File: src/hdl/baro_pressure_temp_compensation_macros.svh
// assertion macros for the barometric compensation block
// used by the pipeline control; expects clk and arst_n in scope
`ifndef BARO_PRESSURE_TEMP_COMPENSATION_MACROS_SVH
`define BARO_PRESSURE_TEMP_COMPENSATION_MACROS_SVH

// checked only outside reset
`define BPTC_ASSERT(label, prop) \
	label: assert property (@(posedge clk) disable iff (!arst_n) prop) \
		else $error("bptc pipeline check failed");

// checked at every edge, reset included
`define BPTC_ASSERT_RST(label, prop) \
	label: assert property (@(posedge clk) prop) \
		else $error("bptc pipeline check failed around reset");

`endif

File: src/hdl/bptc_pkg.sv
// shared types and constants of the barometric compensation block
// no dependencies; used by every module under hdl
package bptc_pkg;

	// ports and register file
	localparam int RAW_PORT_W = 24;
	localparam int CAL_W      = 16;
	localparam int DATA_W     = 32;
	localparam int ADDR_W     = 5;
	localparam int ADDR_LSB   = 2;
	localparam int IDX_W      = ADDR_W - ADDR_LSB;

	// pipeline shape
	localparam int TEMP_STAGES  = 6;
	localparam int PRESS_STAGES = 3;
	localparam int PIPE_DEPTH   = TEMP_STAGES + PRESS_STAGES;

	// datapath widths
	localparam int DT_W    = 25;
	localparam int PF_W    = DT_W + CAL_W + 1;
	localparam int MUL_W   = 41;
	localparam int DD_W    = 48;
	localparam int T2_SHIFT = 31;
	localparam int T2_W    = DD_W - T2_SHIFT;
	localparam int TQ_W    = 18;
	localparam int CQ_W    = TQ_W + 1;
	localparam int SQ_W    = 34;
	localparam int TEMP_W  = 20;
	localparam int OFF_W   = 35;
	localparam int SENS_W  = 34;
	localparam int CORR_W  = 38;
	localparam int OFFF_W  = 40;
	localparam int SENSF_W = 39;
	localparam int SPLIT_W = 20;
	localparam int HI_W    = SENSF_W - SPLIT_W;
	localparam int PRES_W  = 32;

	// scaling
	localparam int C5_SHIFT        = 8;
	localparam int OFF_BASE_SHIFT  = 16;
	localparam int SENS_BASE_SHIFT = 15;
	localparam int OFF_SHIFT       = 7;
	localparam int SENS_SHIFT      = 8;
	localparam int TDIV_SHIFT      = 23;
	localparam int TDIV_BIAS       = (2 ** TDIV_SHIFT) - 1;
	localparam int TEMP_BASE       = 2000;
	localparam int COLD_OFS        = 3500;
	localparam int P_SHIFT         = 21;
	localparam int PRES_SHIFT      = 15;

	typedef enum logic [IDX_W-1:0] {
		REG_C1 = 3'd0,
		REG_C2 = 3'd1,
		REG_C3 = 3'd2,
		REG_C4 = 3'd3,
		REG_C5 = 3'd4,
		REG_C6 = 3'd5
	} reg_idx_t;

	typedef struct packed {
		logic [CAL_W-1:0] c1;
		logic [CAL_W-1:0] c2;
		logic [CAL_W-1:0] c3;
		logic [CAL_W-1:0] c4;
		logic [CAL_W-1:0] c5;
		logic [CAL_W-1:0] c6;
	} cal_t;

	// handoff from the temperature half to the pressure half
	typedef struct packed {
		logic                      zero;
		logic signed [TEMP_W-1:0]  temp;
		logic signed [OFFF_W-1:0]  off;
		logic signed [SENSF_W-1:0] sens;
	} mid_t;

endpackage

File: src/hdl/bptc_pipe_ctrl.sv
// valid bits and per-stage advance enables for the compensation pipeline
// depends on bptc_pkg and baro_pressure_temp_compensation_macros.svh
`include "baro_pressure_temp_compensation_macros.svh"

module bptc_pipe_ctrl (
	input  logic                              clk,
	input  logic                              arst_n,
	input  logic                              sample_valid,
	output logic                              sample_ready,
	output logic                              result_valid,
	input  logic                              result_ready,
	output logic [bptc_pkg::PIPE_DEPTH-1:0]   stage_en
);

	localparam int LAST = bptc_pkg::PIPE_DEPTH - 1;

	logic [bptc_pkg::PIPE_DEPTH-1:0] valid_q;
	logic accept_in;
	logic accept_out;

	// a stage moves when it is empty or the stage after it moves
	assign stage_en[LAST] = !valid_q[LAST] || result_ready;
	for (genvar k = 0; k < LAST; k++) begin : g_en
		assign stage_en[k] = !valid_q[k] || stage_en[k+1];
	end

	assign sample_ready = stage_en[0];
	assign result_valid = valid_q[LAST];
	assign accept_in    = sample_valid && sample_ready;
	assign accept_out   = result_valid && result_ready;

	always_ff @(posedge clk or negedge arst_n) begin
		if (!arst_n) begin
			valid_q <= '0;
		end else begin
			if (stage_en[0]) begin
				valid_q[0] <= sample_valid;
			end
			for (int k = 1; k <= LAST; k++) begin
				if (stage_en[k]) begin
					valid_q[k] <= valid_q[k-1];
				end
			end
		end
	end

	// input only backs up when every stage holds a transaction
	`BPTC_ASSERT(a_full_when_blocked, !sample_ready |-> (&valid_q))
	// a ready sink lets every stage move
	`BPTC_ASSERT(a_ready_opens_all, result_ready |-> (&stage_en))
	// transactions are neither lost nor duplicated inside the pipe
	`BPTC_ASSERT(a_occupancy, $past(arst_n) |-> ($countones(valid_q) == $past($countones(valid_q)) + $past(accept_in) - $past(accept_out)))
	`BPTC_ASSERT_RST(a_reset_empty, !arst_n |-> (valid_q == '0))

endmodule

File: config.mk
export PLATFORM = sky130hd
export DESIGN_NAME = bptc_pipe_ctrl
export DESIGN_NICKNAME = d
export VERILOG_FILES = /design/src/hdl/bptc_pkg.sv /design/src/hdl/bptc_pipe_ctrl.sv
export VERILOG_INCLUDE_DIRS = /design/src /design/src/hdl
export SDC_FILE = /design/constraint.sdc
export NUM_CORES = 1
export LEC_CHECK = 0
export ABC_AREA = 1
export BUFFER_PORTS_ARGS = -buffer_cell sky130_fd_sc_hd__buf_2
export CORE_AREA = 2 2 39 41
export DETAILED_ROUTE_END_ITERATION = 8
export DIE_AREA = 0 0 41 43
export GPL_TIMING_DRIVEN = 0
export PLACE_DENSITY = 0.51
export SLEW_MARGIN = 30
export SYNTH_ARGS = -nofsm -noshare
export SYNTH_HDL_FRONTEND = slang
export SYNTH_SLANG_ARGS = --single-unit
File: constraint.sdc
create_clock -name clk -period 1.5 [get_ports clk]
set_input_delay 0.3 -clock clk [delete_from_list [all_inputs] [get_ports clk]]
set_output_delay 0.3 -clock clk [all_outputs]
set_load 0.02 [all_outputs]
==> results.ini <==
[clock_tree]
numCtsBuffers=3
clockRootBuffer=clkbuf_4
clk_latency_ns=0.26
clkTransAtPathRegs_ns=0.06
clock_path_buffers=2
clock-sinks=9
cts_htree_levels=1
cts_tree=yes

[global_route]
antenna_found_initial=0
gr-usage-met3_pct=4.712
grt_max_degree=10
met2_usage_pct=13.44
gr-max-usage-layer=met2
overflow=0
grt_pass1_wl_um=1186
globalRouteMet1Util_pct=12.67
grtUsageTotal_pct=10.36
grt_pass1_vias=314

[drt]
wl_per_cell_um=8.494
drc=0
postRouteAntennaNets=0
drt_pass1_iterations=2
vias_per_cell=4.038
routed_wirelength_um=671
num_vias=319
drtIter0Drc=6

[critical_path]
worstSetupEndpointType=primary output
startpoint=valid_q[7]
required_ns=1.20
critPathCapture=stage_en[0]
worstPathArrival_ns=1.43
r2r_cells=7
worstReg2RegStart=valid_q[7]
worstPathMaxFanout=4
worstSetupStartpointType=flip-flop
path_depth=7
r2r-end=valid_q[1]
slowest_delay_ns=0.39
crit_buf_inv=2
path_class=flip-flop to primary output
crit_chain=nand3_4 -> nor2_4 -> nand4_4 -> nor2_4 -> nand3_4 -> buf_6 -> buf_6
ff2ff_setup_slack_ns=0.35
slowest_stage=dfrtp_1
cp_top_family=simple AND/OR/NAND/NOR gates

[floorplan]
fp-row-count=14
num_io_pins=15
die_area_sq_um=1763
start_util_pct=28.48
core_sq_um=1384
die_h_um=43
die_w_um=41

[sta]
max_freq_mhz=579.0
finalHoldViolations=0
setup_viol=7
whs_ns=0.2349
layout_setup_ws_ns=-0.2270
tightestPinTransition_ns=0.2066
rsz0062_at_grt=yes
setup_tns_ns=-1.091
maxSlewHeadroom_pct=86.23
maxSlewViolCount=0
final.min_clock_period_ns=1.727
fin_crit_sh_pct=115.1
fin_skew_ns=0.004237

[logic_synthesis]
syn_area_sq_um=394.1
synthTopCellsByArea=dfrtp_1 57%, inv_1 10%, nand2_1 9.5%, nor2_4 5.7%, nand4_4 5.4%
yosysWarnings=0
syn-num-nets=43
syn_area_per_cell_sq_um=10.11
synth.ff_latch_count=9
synth_area_leader_cell=dfrtp_1
ys_seq_area_share_pct=57.14
yosys.area.top_type_share_pct=57.14
synth_cell_type_count=10
postSynthCellCount=39

[place]
dpl_worst_slack_ns=-0.1309
dp_hpwl_um=491
gp_congestion=0.6554
portBuffers=14

[layout]
top_register=valid_q
reg.largest.list=valid_q: 9 flops
n_antenna_cell=0
area_delta_synth_final_pct=52.06
num-nets-final=68
largest_reg_flops=9
fill_cells=142
seq_area_sq_um=226.5
drive_gt1_share_pct=50.79
multi_input_area_sq_um=137.6

[power]
cellPowerDensity_nw_per_um2=1424
ir_drop_mv=0.5112
power.leakage_nw=0.3098

[outcome]
violations=negative setup slack
status=finished, violations left

[min_path]
hold_class=input pin to flip-flop

[run]
maxCapViolCount=0

==> worst min path at each step <==
stage          slack (ns)  depth (start not counted)         start         end
3_3_place_gp         0.17                          1        arst_n  valid_q[2]
5_1_grt              0.25                          3  sample_valid  valid_q[0]
2_1_floorplan       0.004                          0        arst_n  valid_q[0]
6_report             0.23                          3  sample_valid  valid_q[0]
3_5_place_dp         0.16                          1        arst_n  valid_q[1]
4_1_cts              0.23                          3  sample_valid  valid_q[0]
==> stage by stage <==
stage                     area (sq um)  total power, mW  util (%)  std cells
after global routing             599.3           0.9162     43.31         79
after floorplan                  410.4           0.5349         -         39
after global placement           500.5           0.6106     36.17         69
final                            599.3           0.8536     43.31         79
after CTS                        580.6           0.8480     41.95         77
after detailed placement         500.5           0.6112     36.17         69
==> Yosys cell counts <==
library cell,count
nand4_4,1
nand3_2,2
buf_4,1
dfrtp_1,9
or2_1,1
nor2_4,2
or2_2,1
nand2_1,10
nor2_2,1
inv_1,11
==> power by group <==
group          switching (mW)  total, mW  internal [mW]  leakage, nW
Clock                  0.0797      0.182          0.102       0.0150
Combinational           0.188      0.337          0.149        0.202
Sequential             0.0424      0.334          0.292       0.0925
Total                   0.310      0.854          0.544        0.310
==> logic make-up after synthesis <==
family	count (synthesis)	share of synthesized area [%]
buffers and inverters	12	12.38
flip-flops	9	57.14
AND/OR/NAND/NOR	18	30.48
==> cells in the final DEF, fill, tap and decap left out, drive strengths merged <==
master,instances
nand3,2
or2,2
dfrtp,9
nand2,10
buf,20
dlygate4sd3,1
inv,11
nor2,3
clkbuf,4
nand4,1
==> routing by layer <==
| metal | up-vias | part of all wire [%] | wire length [um] |
|---|---|---|---|
| met5 | - | 0 | 0 |
| met4 | 0 | 0.89 | 6 |
| met3 | 2 | 9.5 | 64 |
| met2 | 13 | 46 | 311 |
| met1 | 144 | 43 | 289 |
| li1 | 160 | - | - |
==> final cells by class <==
| type | instances | share of cell area [%] |
|---|---|---|
| plain buffers | 1 | 1.879 |
| clock buffers | 4 | 4.384 |
| inverters | 11 | 6.889 |
| multi-input cells | 18 | 22.96 |
| flip-flops and latches | 9 | 37.79 |
| well taps | 16 | 3.340 |
| repair buffers | 20 | 22.76 |
==> worst min-delay path, cell delays in order <==
cell and delay (ns):
buf_2 0.08, inv_1 0.03, nand2_1 0.05
==> timing repair <==
item                       4_1_cts  5_1_grt
setup endpoints to repair        6        7
hold endpoints to repair         9        0
hold buffers                     1        0
buffers inserted                 3        2
pin swaps                        3        3
gates cloned                     0        0
gates resized for setup          7        1
(Power assumes the default switching activity.)
