### config.mk
export PLATFORM = sky130hd
export DESIGN_NAME = bptc_cfg_regs
export DESIGN_NICKNAME = d
export VERILOG_FILES = /design/src/hdl/baro_pressure_temp_compensation_macros.svh /design/src/hdl/bptc_pkg.sv /design/src/hdl/bptc_cfg_regs.sv
export SDC_FILE = /design/constraint.sdc
export NUM_CORES = 1
export LEC_CHECK = 0
export BUFFER_PORTS_ARGS = -buffer_cell sky130_fd_sc_hd__buf_4
export CAP_MARGIN = 20
export CORE_ASPECT_RATIO = 1.1
export CORE_MARGIN = 4
export CORE_UTILIZATION = 52
export CTS_CLUSTER_DIAMETER = 200
export CTS_CLUSTER_SIZE = 8
export DETAILED_ROUTE_END_ITERATION = 10
export GPL_TIMING_DRIVEN = 0
export PLACE_DENSITY = 0.82
export SYNTH_ARGS = -nofsm -noshare
export SYNTH_HDL_FRONTEND = slang
export SYNTH_SLANG_ARGS = --single-unit
### constraint.sdc
create_clock -name clk -period 2.3 [get_ports clk]
set_input_delay 0.46 -clock clk [delete_from_list [all_inputs] [get_ports clk]]
set_output_delay 0.46 -clock clk [all_outputs]
set_load 0.01 [all_outputs]
### src/hdl/baro_pressure_temp_compensation_macros.svh
// assertion macros for the barometric compensation block
// used by the pipeline control; expects clk and arst_n in scope
`ifndef BARO_PRESSURE_TEMP_COMPENSATION_MACROS_SVH
`define BARO_PRESSURE_TEMP_COMPENSATION_MACROS_SVH

// checked only outside reset
`define BPTC_ASSERT(label, prop) \
	label: assert property (@(posedge clk) disable iff (!arst_n) prop) \
		else $error("bptc pipeline check failed");

// checked at every edge, reset included
`define BPTC_ASSERT_RST(label, prop) \
	label: assert property (@(posedge clk) prop) \
		else $error("bptc pipeline check failed around reset");

`endif

### src/hdl/bptc_pkg.sv
// shared types and constants of the barometric compensation block
// no dependencies; used by every module under hdl
package bptc_pkg;

	// ports and register file
	localparam int RAW_PORT_W = 24;
	localparam int CAL_W      = 16;
	localparam int DATA_W     = 32;
	localparam int ADDR_W     = 5;
	localparam int ADDR_LSB   = 2;
	localparam int IDX_W      = ADDR_W - ADDR_LSB;

	// pipeline shape
	localparam int TEMP_STAGES  = 6;
	localparam int PRESS_STAGES = 3;
	localparam int PIPE_DEPTH   = TEMP_STAGES + PRESS_STAGES;

	// datapath widths
	localparam int DT_W    = 25;
	localparam int PF_W    = DT_W + CAL_W + 1;
	localparam int MUL_W   = 41;
	localparam int DD_W    = 48;
	localparam int T2_SHIFT = 31;
	localparam int T2_W    = DD_W - T2_SHIFT;
	localparam int TQ_W    = 18;
	localparam int CQ_W    = TQ_W + 1;
	localparam int SQ_W    = 34;
	localparam int TEMP_W  = 20;
	localparam int OFF_W   = 35;
	localparam int SENS_W  = 34;
	localparam int CORR_W  = 38;
	localparam int OFFF_W  = 40;
	localparam int SENSF_W = 39;
	localparam int SPLIT_W = 20;
	localparam int HI_W    = SENSF_W - SPLIT_W;
	localparam int PRES_W  = 32;

	// scaling
	localparam int C5_SHIFT        = 8;
	localparam int OFF_BASE_SHIFT  = 16;
	localparam int SENS_BASE_SHIFT = 15;
	localparam int OFF_SHIFT       = 7;
	localparam int SENS_SHIFT      = 8;
	localparam int TDIV_SHIFT      = 23;
	localparam int TDIV_BIAS       = (2 ** TDIV_SHIFT) - 1;
	localparam int TEMP_BASE       = 2000;
	localparam int COLD_OFS        = 3500;
	localparam int P_SHIFT         = 21;
	localparam int PRES_SHIFT      = 15;

	typedef enum logic [IDX_W-1:0] {
		REG_C1 = 3'd0,
		REG_C2 = 3'd1,
		REG_C3 = 3'd2,
		REG_C4 = 3'd3,
		REG_C5 = 3'd4,
		REG_C6 = 3'd5
	} reg_idx_t;

	typedef struct packed {
		logic [CAL_W-1:0] c1;
		logic [CAL_W-1:0] c2;
		logic [CAL_W-1:0] c3;
		logic [CAL_W-1:0] c4;
		logic [CAL_W-1:0] c5;
		logic [CAL_W-1:0] c6;
	} cal_t;

	// handoff from the temperature half to the pressure half
	typedef struct packed {
		logic                      zero;
		logic signed [TEMP_W-1:0]  temp;
		logic signed [OFFF_W-1:0]  off;
		logic signed [SENSF_W-1:0] sens;
	} mid_t;

endpackage

### src/hdl/bptc_cfg_regs.sv
// apb register file for the six calibration words
// depends on bptc_pkg
module bptc_cfg_regs (
	input  logic                           clk,
	input  logic                           arst_n,
	input  logic                           psel,
	input  logic                           penable,
	input  logic                           pwrite,
	input  logic [bptc_pkg::ADDR_W-1:0]    paddr,
	input  logic [bptc_pkg::DATA_W-1:0]    pwdata,
	output logic [bptc_pkg::DATA_W-1:0]    prdata,
	output logic                           pready,
	output bptc_pkg::cal_t                 cal
);

	bptc_pkg::cal_t   cal_q;
	bptc_pkg::reg_idx_t idx;
	logic             wr_en;
	logic [bptc_pkg::CAL_W-1:0] wdata;

	assign pready = 1'b1;
	assign idx    = bptc_pkg::reg_idx_t'(paddr[bptc_pkg::ADDR_W-1:bptc_pkg::ADDR_LSB]);
	assign wr_en  = psel && penable && pwrite && pready;
	assign wdata  = pwdata[bptc_pkg::CAL_W-1:0];
	assign cal    = cal_q;

	always_ff @(posedge clk or negedge arst_n) begin
		if (!arst_n) begin
			cal_q <= '0;
		end else if (wr_en) begin
			unique case (idx)
				bptc_pkg::REG_C1: cal_q.c1 <= wdata;
				bptc_pkg::REG_C2: cal_q.c2 <= wdata;
				bptc_pkg::REG_C3: cal_q.c3 <= wdata;
				bptc_pkg::REG_C4: cal_q.c4 <= wdata;
				bptc_pkg::REG_C5: cal_q.c5 <= wdata;
				bptc_pkg::REG_C6: cal_q.c6 <= wdata;
				default: ; // addresses past the last word are ignored
			endcase
		end
	end

	always_comb begin
		unique case (idx)
			bptc_pkg::REG_C1: prdata = bptc_pkg::DATA_W'(cal_q.c1);
			bptc_pkg::REG_C2: prdata = bptc_pkg::DATA_W'(cal_q.c2);
			bptc_pkg::REG_C3: prdata = bptc_pkg::DATA_W'(cal_q.c3);
			bptc_pkg::REG_C4: prdata = bptc_pkg::DATA_W'(cal_q.c4);
			bptc_pkg::REG_C5: prdata = bptc_pkg::DATA_W'(cal_q.c5);
			bptc_pkg::REG_C6: prdata = bptc_pkg::DATA_W'(cal_q.c6);
			default:          prdata = '0;
		endcase
	end

endmodule

==> results.toml <==
[placement]
dp_hpwl_um = 8820
place_ws_ns = -0.213
dpl_cell_area_mm2 = 0.00582
place.gp.congestion = 0.797
port_buffers = 133

[cells_and_area]
fin_area_mm2 = 0.00604
largest_reg_flops = 96
drive_gt1_frac = 0.585
synthToLayoutAreaGrowth_pct = 31.2
multi_input_area_mm2 = 0.00200
layout.nets = 536
fillers = 633
regArea_mm2 = 0.00240
n_antenna_cell = 0

[setup_path]
crit_slowest_cell = "a221o_1"
endpoint_kind = "output pin"
path_cells = "clkbuf_2, nand2b_1, buf_2, nor2_1, a221o_1, buf_4"
worstPathArrival_ns = 1.78
cp-start-kind = "primary input"
crit_family = "buffers and inverters"
path_buf_inv = 3
cp_max_fo = 10
crit_required_ns = 1.84
critPathKind = "in -> out"
worst_path_largest_cell_delay_ns = 0.37

[logic_synthesis]
syn_avg_cell_area_um2 = 13.7
ys_seq_area_frac = 0.522
yosysUniqueCellTypes = 30
synth_area_leader_cell = "dfrtp_1"
syn-cell-area_mm2 = 0.00460
ys_seq_elements = 96
synth_top_area_share = 0.522
synthTopCellsByArea = "dfrtp_1 (52%), mux2_2 (24%), mux2i_1 (5.7%)"
yosys_warnings = 0
syn_inst = 335

[floorplanning]
core_mm2 = 0.00850
dieHeight_um = 107
pin_count = 171
rows = 35
initial_core_util = 0.542
die_x_um = 97.7
die_area_mm2 = 0.0104

[run]
drv_cap = 0

[global_routing]
grtUsageTotal = 0.238
grt_pass1_wl_um = 19300
grt_max_degree = 50
overflow = 0
antenna_found_initial = 0
grt_pass1_vias = 3529

[detailed_routing]
num_vias = 3372
drc_errors = 0
first_pass_iters = 4
drtIter0Drc = 120
viasPerCell = 5.53
ant_nets = 0
routed_wirelength_um = 12200
wire_per_inst_um = 20.0

[clocking]
clockBufferDepth = 2
cts_root_buf = "clkbuf_8"
clkSinkCount = 96
clk_latency_ns = 0.36
numCtsBuffers = 9
postCtsSetupRepairBufs = 0
cts_tree = "done"
htreeDepth = 3
ctsHoldBuffers = 0
clkTransAtPathRegs_ns = 0.09

[pwr]
ir_drop_v = 0.000478
p_leak_uw = 0.00301
p_per_area_mw_per_mm2 = 816

[sta]
finalCriticalPeriod_ns = 2.24
fmax_ghz = 0.447
maxSlewHeadroom = 0.569
fin_crit_sh = 0.972
worst_pin_slew_ns = 0.646
finalSetupViolations = 0
rsz0062_at_grt = "no"
skew_ns = 0
layout_setup_ws_ns = 0.0633
hold_violations = 0
slew_viol_final = 0

[status]
status = "finished, final reports clean"

[worst_hold_path]
hold_path.class = "in -> async"
## layout make-up
| class | count | area share |
|---|---|---|
| Clock inverter | 5 | 0.00912 |
| Buffer | 36 | 0.0433 |
| Multi-Input combinational cell | 216 | 0.331 |
| Tap cell | 111 | 0.0230 |
| Timing Repair Buffer | 134 | 0.170 |
| Clock buffer | 11 | 0.0251 |
| Sequential cell | 96 | 0.398 |
| Inverter | 1 | 0.000622 |
## stage by stage
stage,util,power (uW),hold WS (ns),std cells,setup TNS (ns)
2_1_floorplan,-,2980,0.164,350,0
3_3_place_gp,0.682,3770,0.494,594,-1.02
3_5_place_dp,0.686,3830,0.508,595,-1.02
4_1_cts,0.710,4960,0.137,610,0
5_1_grt,0.711,5190,0.146,610,0
6_report,0.711,4930,0.118,610,0
## synth_stat cells (all sizes together)
cell,instances
nor2b,1
conb,2
dfrtp,96
buf,32
a21oi,2
mux2i,26
or3,6
nand2,12
nand2b,2
inv,1
nand4,1
o21ai,2
clkbuf,5
nor2,10
a221oi,6
nand3,2
mux2,108
nand4b,1
a311o,2
o221ai,6
a31oi,6
a221o,2
nor3,2
a211oi,2
## power breakdown
part           switching [uW]  internal, uW
clock network             583           558
logic                     642           856
registers                 269          2020
total                    1490          3430
## cells in the final DEF, fill, tap and decap left out, drive strengths merged, types with 6 or more instances in the layout
cell type,n
conb,17
clkbuf,16
dfrtp,96
buf,165
a221oi,6
mux2i,26
nand2,12
mux2,108
nor2,10
a31oi,6
or3,6
o221ai,6
## worst paths after layout
kind	cells after the start	startpoint	slack (ns)	end
max	6	paddr[4]	0.06	prdata[0]
min	1	arst_n	0.12	cal[4]
max reg2reg	1	cal[94]	1.49	cal[94]
min reg2reg	1	cal[93]	0.52	cal[93]
max in group asynchronous	2	arst_n	1.53	cal[90]
min in group clk	2	pwdata[11]	0.35	cal[91]
## routing by layer
| layer | up-vias | GRT usage | routed length (um) |
|---|---|---|---|
| met5 | - | 0 | 0 |
| li1 | 1503 | - | - |
| met4 | 0 | 0.0564 | 130 |
| met1 | 1711 | 0.312 | 5200 |
| met2 | 145 | 0.377 | 5720 |
| met3 | 13 | 0.0878 | 1160 |
## cell families after synthesis
group / Yosys count / synth area share
buffers and inverters: 38 / 0.0557
multiplexers: 134 / 0.321
flip-flops: 96 / 0.522
other: 2 / 0.00163
AO/OA/AOI/OAI: 28 / 0.0473
AND/OR/NAND/NOR: 37 / 0.0527
## timing repair
item	4_1_cts	5_1_grt
hold endpoints to repair	0	0
gates resized for setup	4	5
endpoints found under the setup margin	12	10
pin swaps	0	0
(Power assumes the default switching activity.)
