**src/hdl/baro_pressure_temp_compensation_macros.svh**
```systemverilog
// assertion macros for the barometric compensation block
// used by the pipeline control; expects clk and arst_n in scope
`ifndef BARO_PRESSURE_TEMP_COMPENSATION_MACROS_SVH
`define BARO_PRESSURE_TEMP_COMPENSATION_MACROS_SVH

// checked only outside reset
`define BPTC_ASSERT(label, prop) \
	label: assert property (@(posedge clk) disable iff (!arst_n) prop) \
		else $error("bptc pipeline check failed");

// checked at every edge, reset included
`define BPTC_ASSERT_RST(label, prop) \
	label: assert property (@(posedge clk) prop) \
		else $error("bptc pipeline check failed around reset");

`endif

```
**src/hdl/bptc_pkg.sv**
```systemverilog
// shared types and constants of the barometric compensation block
// no dependencies; used by every module under hdl
package bptc_pkg;

	// ports and register file
	localparam int RAW_PORT_W = 24;
	localparam int CAL_W      = 16;
	localparam int DATA_W     = 32;
	localparam int ADDR_W     = 5;
	localparam int ADDR_LSB   = 2;
	localparam int IDX_W      = ADDR_W - ADDR_LSB;

	// pipeline shape
	localparam int TEMP_STAGES  = 6;
	localparam int PRESS_STAGES = 3;
	localparam int PIPE_DEPTH   = TEMP_STAGES + PRESS_STAGES;

	// datapath widths
	localparam int DT_W    = 25;
	localparam int PF_W    = DT_W + CAL_W + 1;
	localparam int MUL_W   = 41;
	localparam int DD_W    = 48;
	localparam int T2_SHIFT = 31;
	localparam int T2_W    = DD_W - T2_SHIFT;
	localparam int TQ_W    = 18;
	localparam int CQ_W    = TQ_W + 1;
	localparam int SQ_W    = 34;
	localparam int TEMP_W  = 20;
	localparam int OFF_W   = 35;
	localparam int SENS_W  = 34;
	localparam int CORR_W  = 38;
	localparam int OFFF_W  = 40;
	localparam int SENSF_W = 39;
	localparam int SPLIT_W = 20;
	localparam int HI_W    = SENSF_W - SPLIT_W;
	localparam int PRES_W  = 32;

	// scaling
	localparam int C5_SHIFT        = 8;
	localparam int OFF_BASE_SHIFT  = 16;
	localparam int SENS_BASE_SHIFT = 15;
	localparam int OFF_SHIFT       = 7;
	localparam int SENS_SHIFT      = 8;
	localparam int TDIV_SHIFT      = 23;
	localparam int TDIV_BIAS       = (2 ** TDIV_SHIFT) - 1;
	localparam int TEMP_BASE       = 2000;
	localparam int COLD_OFS        = 3500;
	localparam int P_SHIFT         = 21;
	localparam int PRES_SHIFT      = 15;

	typedef enum logic [IDX_W-1:0] {
		REG_C1 = 3'd0,
		REG_C2 = 3'd1,
		REG_C3 = 3'd2,
		REG_C4 = 3'd3,
		REG_C5 = 3'd4,
		REG_C6 = 3'd5
	} reg_idx_t;

	typedef struct packed {
		logic [CAL_W-1:0] c1;
		logic [CAL_W-1:0] c2;
		logic [CAL_W-1:0] c3;
		logic [CAL_W-1:0] c4;
		logic [CAL_W-1:0] c5;
		logic [CAL_W-1:0] c6;
	} cal_t;

	// handoff from the temperature half to the pressure half
	typedef struct packed {
		logic                      zero;
		logic signed [TEMP_W-1:0]  temp;
		logic signed [OFFF_W-1:0]  off;
		logic signed [SENSF_W-1:0] sens;
	} mid_t;

endpackage

```
**src/hdl/bptc_press_path.sv**
```systemverilog
// stages 7 to 9: D1 times SENS in two partial products, final pressure
// depends on bptc_pkg
module bptc_press_path #(
	parameter int RAW_WIDTH = 24
) (
	input  logic                                  clk,
	input  logic [bptc_pkg::PRESS_STAGES-1:0]     stage_en,
	input  logic [RAW_WIDTH-1:0]                  d1,
	input  bptc_pkg::mid_t                        mid,
	output logic signed [bptc_pkg::PRES_W-1:0]    pressure_centi_mbar,
	output logic signed [bptc_pkg::TEMP_W-1:0]    temperature_centi_c,
	output logic                                  status
);

	localparam int SPLIT_W = bptc_pkg::SPLIT_W;
	localparam int HI_W    = bptc_pkg::HI_W;
	localparam int OFFF_W  = bptc_pkg::OFFF_W;
	localparam int SENSF_W = bptc_pkg::SENSF_W;
	localparam int TEMP_W  = bptc_pkg::TEMP_W;
	localparam int PRES_W  = bptc_pkg::PRES_W;
	localparam int PL_W    = RAW_WIDTH + SPLIT_W;
	localparam int PH_W    = RAW_WIDTH + 1 + HI_W;
	localparam int PROD_W  = RAW_WIDTH + SENSF_W;
	localparam int SH_W    = PROD_W - bptc_pkg::P_SHIFT;
	localparam int XS_W    = ((SH_W > OFFF_W) ? SH_W : OFFF_W) + 1;

	// stage 7
	logic [SPLIT_W-1:0]       sens_lo;
	logic signed [HI_W-1:0]   sens_hi;
	logic [PL_W-1:0]          pl_d;
	logic signed [PH_W-1:0]   ph_d;
	logic [PL_W-1:0]          pl_s7;
	logic signed [PH_W-1:0]   ph_s7;
	logic signed [OFFF_W-1:0] offf_s7;
	logic signed [TEMP_W-1:0] temp_s7;
	logic                     zero_s7;

	// stage 8
	logic signed [PROD_W-1:0] ph_x, pl_x, prod_d;
	logic signed [PROD_W-1:0] prod_s8;
	logic signed [OFFF_W-1:0] offf_s8;
	logic signed [TEMP_W-1:0] temp_s8;
	logic                     zero_s8;

	// stage 9
	logic signed [PROD_W-1:0] sh_d;
	logic signed [XS_W-1:0]   x_d, pw_d;
	logic signed [PRES_W-1:0] pres_d;
	logic signed [PRES_W-1:0] pres_s9;
	logic signed [TEMP_W-1:0] temp_s9;
	logic                     status_s9;

	// stage 7: unsigned low slice and signed high slice of SENS
	assign sens_lo = mid.sens[SPLIT_W-1:0];
	assign sens_hi = mid.sens[SENSF_W-1:SPLIT_W];
	assign pl_d    = PL_W'(d1) * PL_W'(sens_lo);
	assign ph_d    = signed'({1'b0, d1}) * sens_hi;

	always_ff @(posedge clk) begin
		if (stage_en[0]) begin
			pl_s7   <= pl_d;
			ph_s7   <= ph_d;
			offf_s7 <= mid.off;
			temp_s7 <= mid.temp;
			zero_s7 <= mid.zero;
		end
	end

	// stage 8: recombine the partial products
	assign ph_x   = PROD_W'(ph_s7);
	assign pl_x   = signed'(PROD_W'(pl_s7));
	assign prod_d = (ph_x <<< SPLIT_W) + pl_x;

	always_ff @(posedge clk) begin
		if (stage_en[1]) begin
			prod_s8 <= prod_d;
			offf_s8 <= offf_s7;
			temp_s8 <= temp_s7;
			zero_s8 <= zero_s7;
		end
	end

	// stage 9: both floor shifts; the result always lies inside 32 bits signed
	assign sh_d   = prod_s8 >>> bptc_pkg::P_SHIFT;
	assign x_d    = XS_W'(sh_d) + XS_W'(offf_s8);
	assign pw_d   = x_d >>> bptc_pkg::PRES_SHIFT;
	assign pres_d = pw_d[PRES_W-1:0];

	always_ff @(posedge clk) begin
		if (stage_en[2]) begin
			pres_s9   <= zero_s8 ? '0 : pres_d;
			temp_s9   <= zero_s8 ? '0 : temp_s8;
			status_s9 <= zero_s8;
		end
	end

	assign pressure_centi_mbar = pres_s9;
	assign temperature_centi_c = temp_s9;
	assign status              = status_s9;

endmodule

```
**config.mk**
```make
export PLATFORM = sky130hd
export DESIGN_NAME = bptc_press_path
export DESIGN_NICKNAME = d
export VERILOG_FILES = /design/src/hdl/baro_pressure_temp_compensation_macros.svh /design/src/hdl/bptc_pkg.sv /design/src/hdl/bptc_press_path.sv
export SDC_FILE = /design/constraint.sdc
export NUM_CORES = 2
export LEC_CHECK = 0
export ABC_CLOCK_PERIOD_IN_PS = 9100
export BUFFER_PORTS_ARGS = -buffer_cell sky130_fd_sc_hd__buf_2
export CORE_UTILIZATION = 30
export DETAILED_ROUTE_END_ITERATION = 8
export PLACE_DENSITY_LB_ADDON = 0.08
export REMOVE_ABC_BUFFERS = 1
export SYNTH_ARGS = -nofsm -noshare
export SYNTH_HDL_FRONTEND = slang
export SYNTH_SLANG_ARGS = --single-unit
export TNS_END_PERCENT = 10
```
**constraint.sdc**
```tcl
create_clock -name clk -period 9.1 [get_ports clk]
set_input_delay 0.91 -clock clk [delete_from_list [all_inputs] [get_ports clk]]
set_output_delay 0.91 -clock clk [all_outputs]
set_load 0.03 [all_outputs]
```
==> key figures <==
Run status
  – Outcome: completed

Placed design
  – DP HPWL: 92.7 mm
  – # port buffers: 180
  – Placed Area: 0.0447 mm^2
  – Pre-CTS setup slack: 724 ps
  – GPL Wtd Cong: 0.783

Synthesis
  – Post-synth top flop: edfxtp_1
  – Register area share after synthesis: 20.1%
  – Synthesized cell area: 0.0418 mm^2
  – Synth cell types: 78
  – Register bit total from synthesis: 280
  – Post-synthesis async set-or-reset flop share: 0%
  – Yosys top cell area share: 36.7%
  – Synth area leader: fa_1
  – Post-synth EDFFs: 280
  – Ranking of synthesized cells by area: fa_1 (37%), edfxtp_1 (20%), ha_1 (11%), inv_1 (7.4%), and2_1 (6.9%)
  – Syn Inst Count: 4101
  – Yosys warnings: 0
  – Syn_area_per_cell: 10.2 um^2

Hold path
  – HP Class: flip-flop to flip-flop

Timing
  – Fin worst setup slack: 1380 ps
  – Slew of the pin with the lowest slew margin: 988 ps
  – Pins Over Slew Limit: 0
  – RSZ-0062 raised after global routing: no
  – Final setup vio count: 0
  – Clock skew: 32.5 ps
  – Minimum clock period: 7720 ps
  – Highest Clock Rate: 0.130 GHz
  – Tcrit/Tclk final: 84.8%
  – Hold Vio Cnt, Final: 0
  – TNS Setup: 0 ps
  – Max-slew headroom: 34.1%

CTS
  – CTS H-tree lvls: 1
  – CTS Sinks: 280
  – Number of CTS-inserted buffers: 31
  – Post CTS Setup Buffer Count: 0
  – Reg clk slew, reported paths: 60 ps
  – Post-CTS Hold Fix Bufs: 0
  – Max clock buf depth: 3
  – Resized cells post-CTS: 0
  – Root Buffer: clkbuf_16
  – Clk_lat worst skew: 590 ps
  – CTS tree: built

Routing
  – Remaining DRCs: 0
  – Final ANT Viol Nets: 0
  – Drt first pass iters: 5
  – Initial DRC Count: 1102
  – Final wirelength: 119 mm
  – WL/cell: 19.8 um
  – Via/cell ratio: 4.53
  – Via count: 27.2k

Setup path
  – Crit-path max cell delay: 730 ps
  – Crit path cell chain: buf_2, nand2_1, fa_1, inv_1, fa_1, inv_1, fa_1, inv_1, fa_1, fa_1, inv_1, fa_1, fa_1, inv_1, ha_1, and3_1, nor4b_1, a21oi_1, o21ai_0, o31ai_1, o22ai_2, a21oi_1, a21boi_1, nor2_1
  – Crit start category: primary input
  – Critical Path AT: 8040 ps
  – Worst EP required: 9420 ps
  – CP most frequent cell: fa_1
  – Crit Path Max Fanout: 22
  – Setup crit end kind: flip-flop
  – Slowest cell on crit path: buf_2
  – Crit Path Category: primary input to flip-flop

Global routing
  – Grt met1 use: 25.2%
  – Initial antenna violation count: 14
  – GR Util All Layers: 17.3%
  – First-pass GRT wire length: 186 mm
  – GR Layer Usage met2: 28.3%
  – GRT overflow: 0
  – Vias in the first global route: 30.2k
  – Pin count of the biggest net entering global routing: 67
  – GR Util met3: 1.71%
  – Global route hottest layer: met2

Final layout
  – Layout Utilization: 33.1%
  – Share of layout cells above drive strength 1: 7.39%
  – Final Cell Area: 0.0457 mm^2
  – Nets@finish: 5460
  – Area growth from synthesis to layout: 9.33%

Floorplan
  – I/O pin cnt: 181
  – Core area: 0.138 mm^2
  – Die width: 375 um
  – Row cnt: 136
  – Die Y: 375 um
  – Initial Util: 30.3%
  – Die area: 0.141 mm^2

Job
  – Max-cap violations: 0
-- state kept, by name (all words and copies together), names as in the netlist --
signal / flops
temp_s7: 20
offf_s7: 40
ph_s7: 43
temperature_centi_c: 20
prod_s8: 42
zero_s8: 1
zero_s7: 1
offf_s8: 40
pl_s7: 24
temp_s8: 20
status: 1
pressure_centi_mbar: 28
-- final cells by class --
type | count | area, um^2
multi-input combinational | 2803 | 29500
clock buffer | 41 | 813
inverter | 830 | 3120
fill | 14300 | 92200
antenna | 6 | 15.0
clock inverter | 17 | 109
sequential | 280 | 8410
timing repair buffer | 239 | 1440
tap | 1794 | 2240
-- synth_stat cells, types with 3 or more instances --
library cell	count
inv_1	829
fa_1	765
nand2_1	506
and2_1	458
ha_1	382
edfxtp_1	280
clkbuf_1	175
a21oi_1	97
xnor2_1	82
nor2_1	69
a21o_1	63
nor2b_1	53
xor2_1	41
o21ai_0	39
nand3_1	29
o21bai_1	24
nand2b_1	22
nand4_1	19
and3_1	17
a211oi_1	15
a31oi_1	14
nor3_1	13
o21ai_1	9
o21a_1	7
buf_1	6
nor4_1	5
buf_4	4
o211ai_1	4
o31ai_1	4
a21boi_0	3
a21boi_1	3
-- kinds of logic after synthesis --
kind of cell	Yosys count	share of synthesized area, %
xor+xnor	123	2.58
buf+inv	1018	9.19
compound gates	322	5.29
flops	280	20.1
fa+ha+maj	1147	48.1
simple gates	1207	14.6
mux	4	0.105
-- routing by layer --
metal  vias to the layer above  part of all wire, %  routed length (um)
met5                         -                0.039                  46
met4                         6                 0.98                1160
met3                        62                  3.6                4270
met2                       435                   45               54000
met1                     14000                   50               59200
li1                      12700                    -                   -
-- per-stage QoR --
step                      hold slack, ps  cells
after floorplan                      400   3913
after global placement               402   5946
after detailed placement             406   5946
after CTS                            418   6004
after global routing                 424   6008
final                                411   6010
-- path summary, 6_finish.rpt --
path                             start                    end  slack [ps]  cells past startpoint
setup reg to reg   pl_s7[22]$_DFFE_PP_  prod_s8[48]$_DFFE_PP_        5620                     11
hold / removal    offf_s7[3]$_DFFE_PP_   offf_s8[3]$_DFFE_PP_         410                      0
setup / recovery                d1[17]    pl_s7[38]$_DFFE_PP_        1380                     24
hold reg to reg   offf_s7[3]$_DFFE_PP_   offf_s8[3]$_DFFE_PP_         410                      0
-- cell usage in the layout (no fill, tap or decap), types with 5 or more instances in the layout --
master and n:
nor4_1 5, o21ai_0 39, buf_4 53, o21bai_1 24, nand2_1 506, fa_1 765
a31oi_1 14, and3_1 17, nor2_1 69, inv_1 829, xor2_1 41, a211oi_1 15
buf_2 178, nor2b_1 53, edfxtp_1 280, diode_2 6, a21o_1 63, nand3_1 29
o21a_1 7, a21oi_1 97, clkbuf_16 31, buf_12 7, nor3_1 13, ha_1 382
and2_1 458, o21ai_1 9, nand2b_1 22, clkbuf_1 10, xnor2_1 82, clkinv_1 10
nand4_1 19
-- worst max-delay path: cells and delay by family --
family,cells,cell delay [ps]
AO/OA/AOI/OAI,6,1330
buffers and inverters,6,1040
AND/OR/NAND/NOR,4,960
adder cells (fa/ha/maj),8,3740
Power is left out: the tool's default activity adds up to more than one toggle a clock period on the data nets, which glitch-free logic cannot reach.
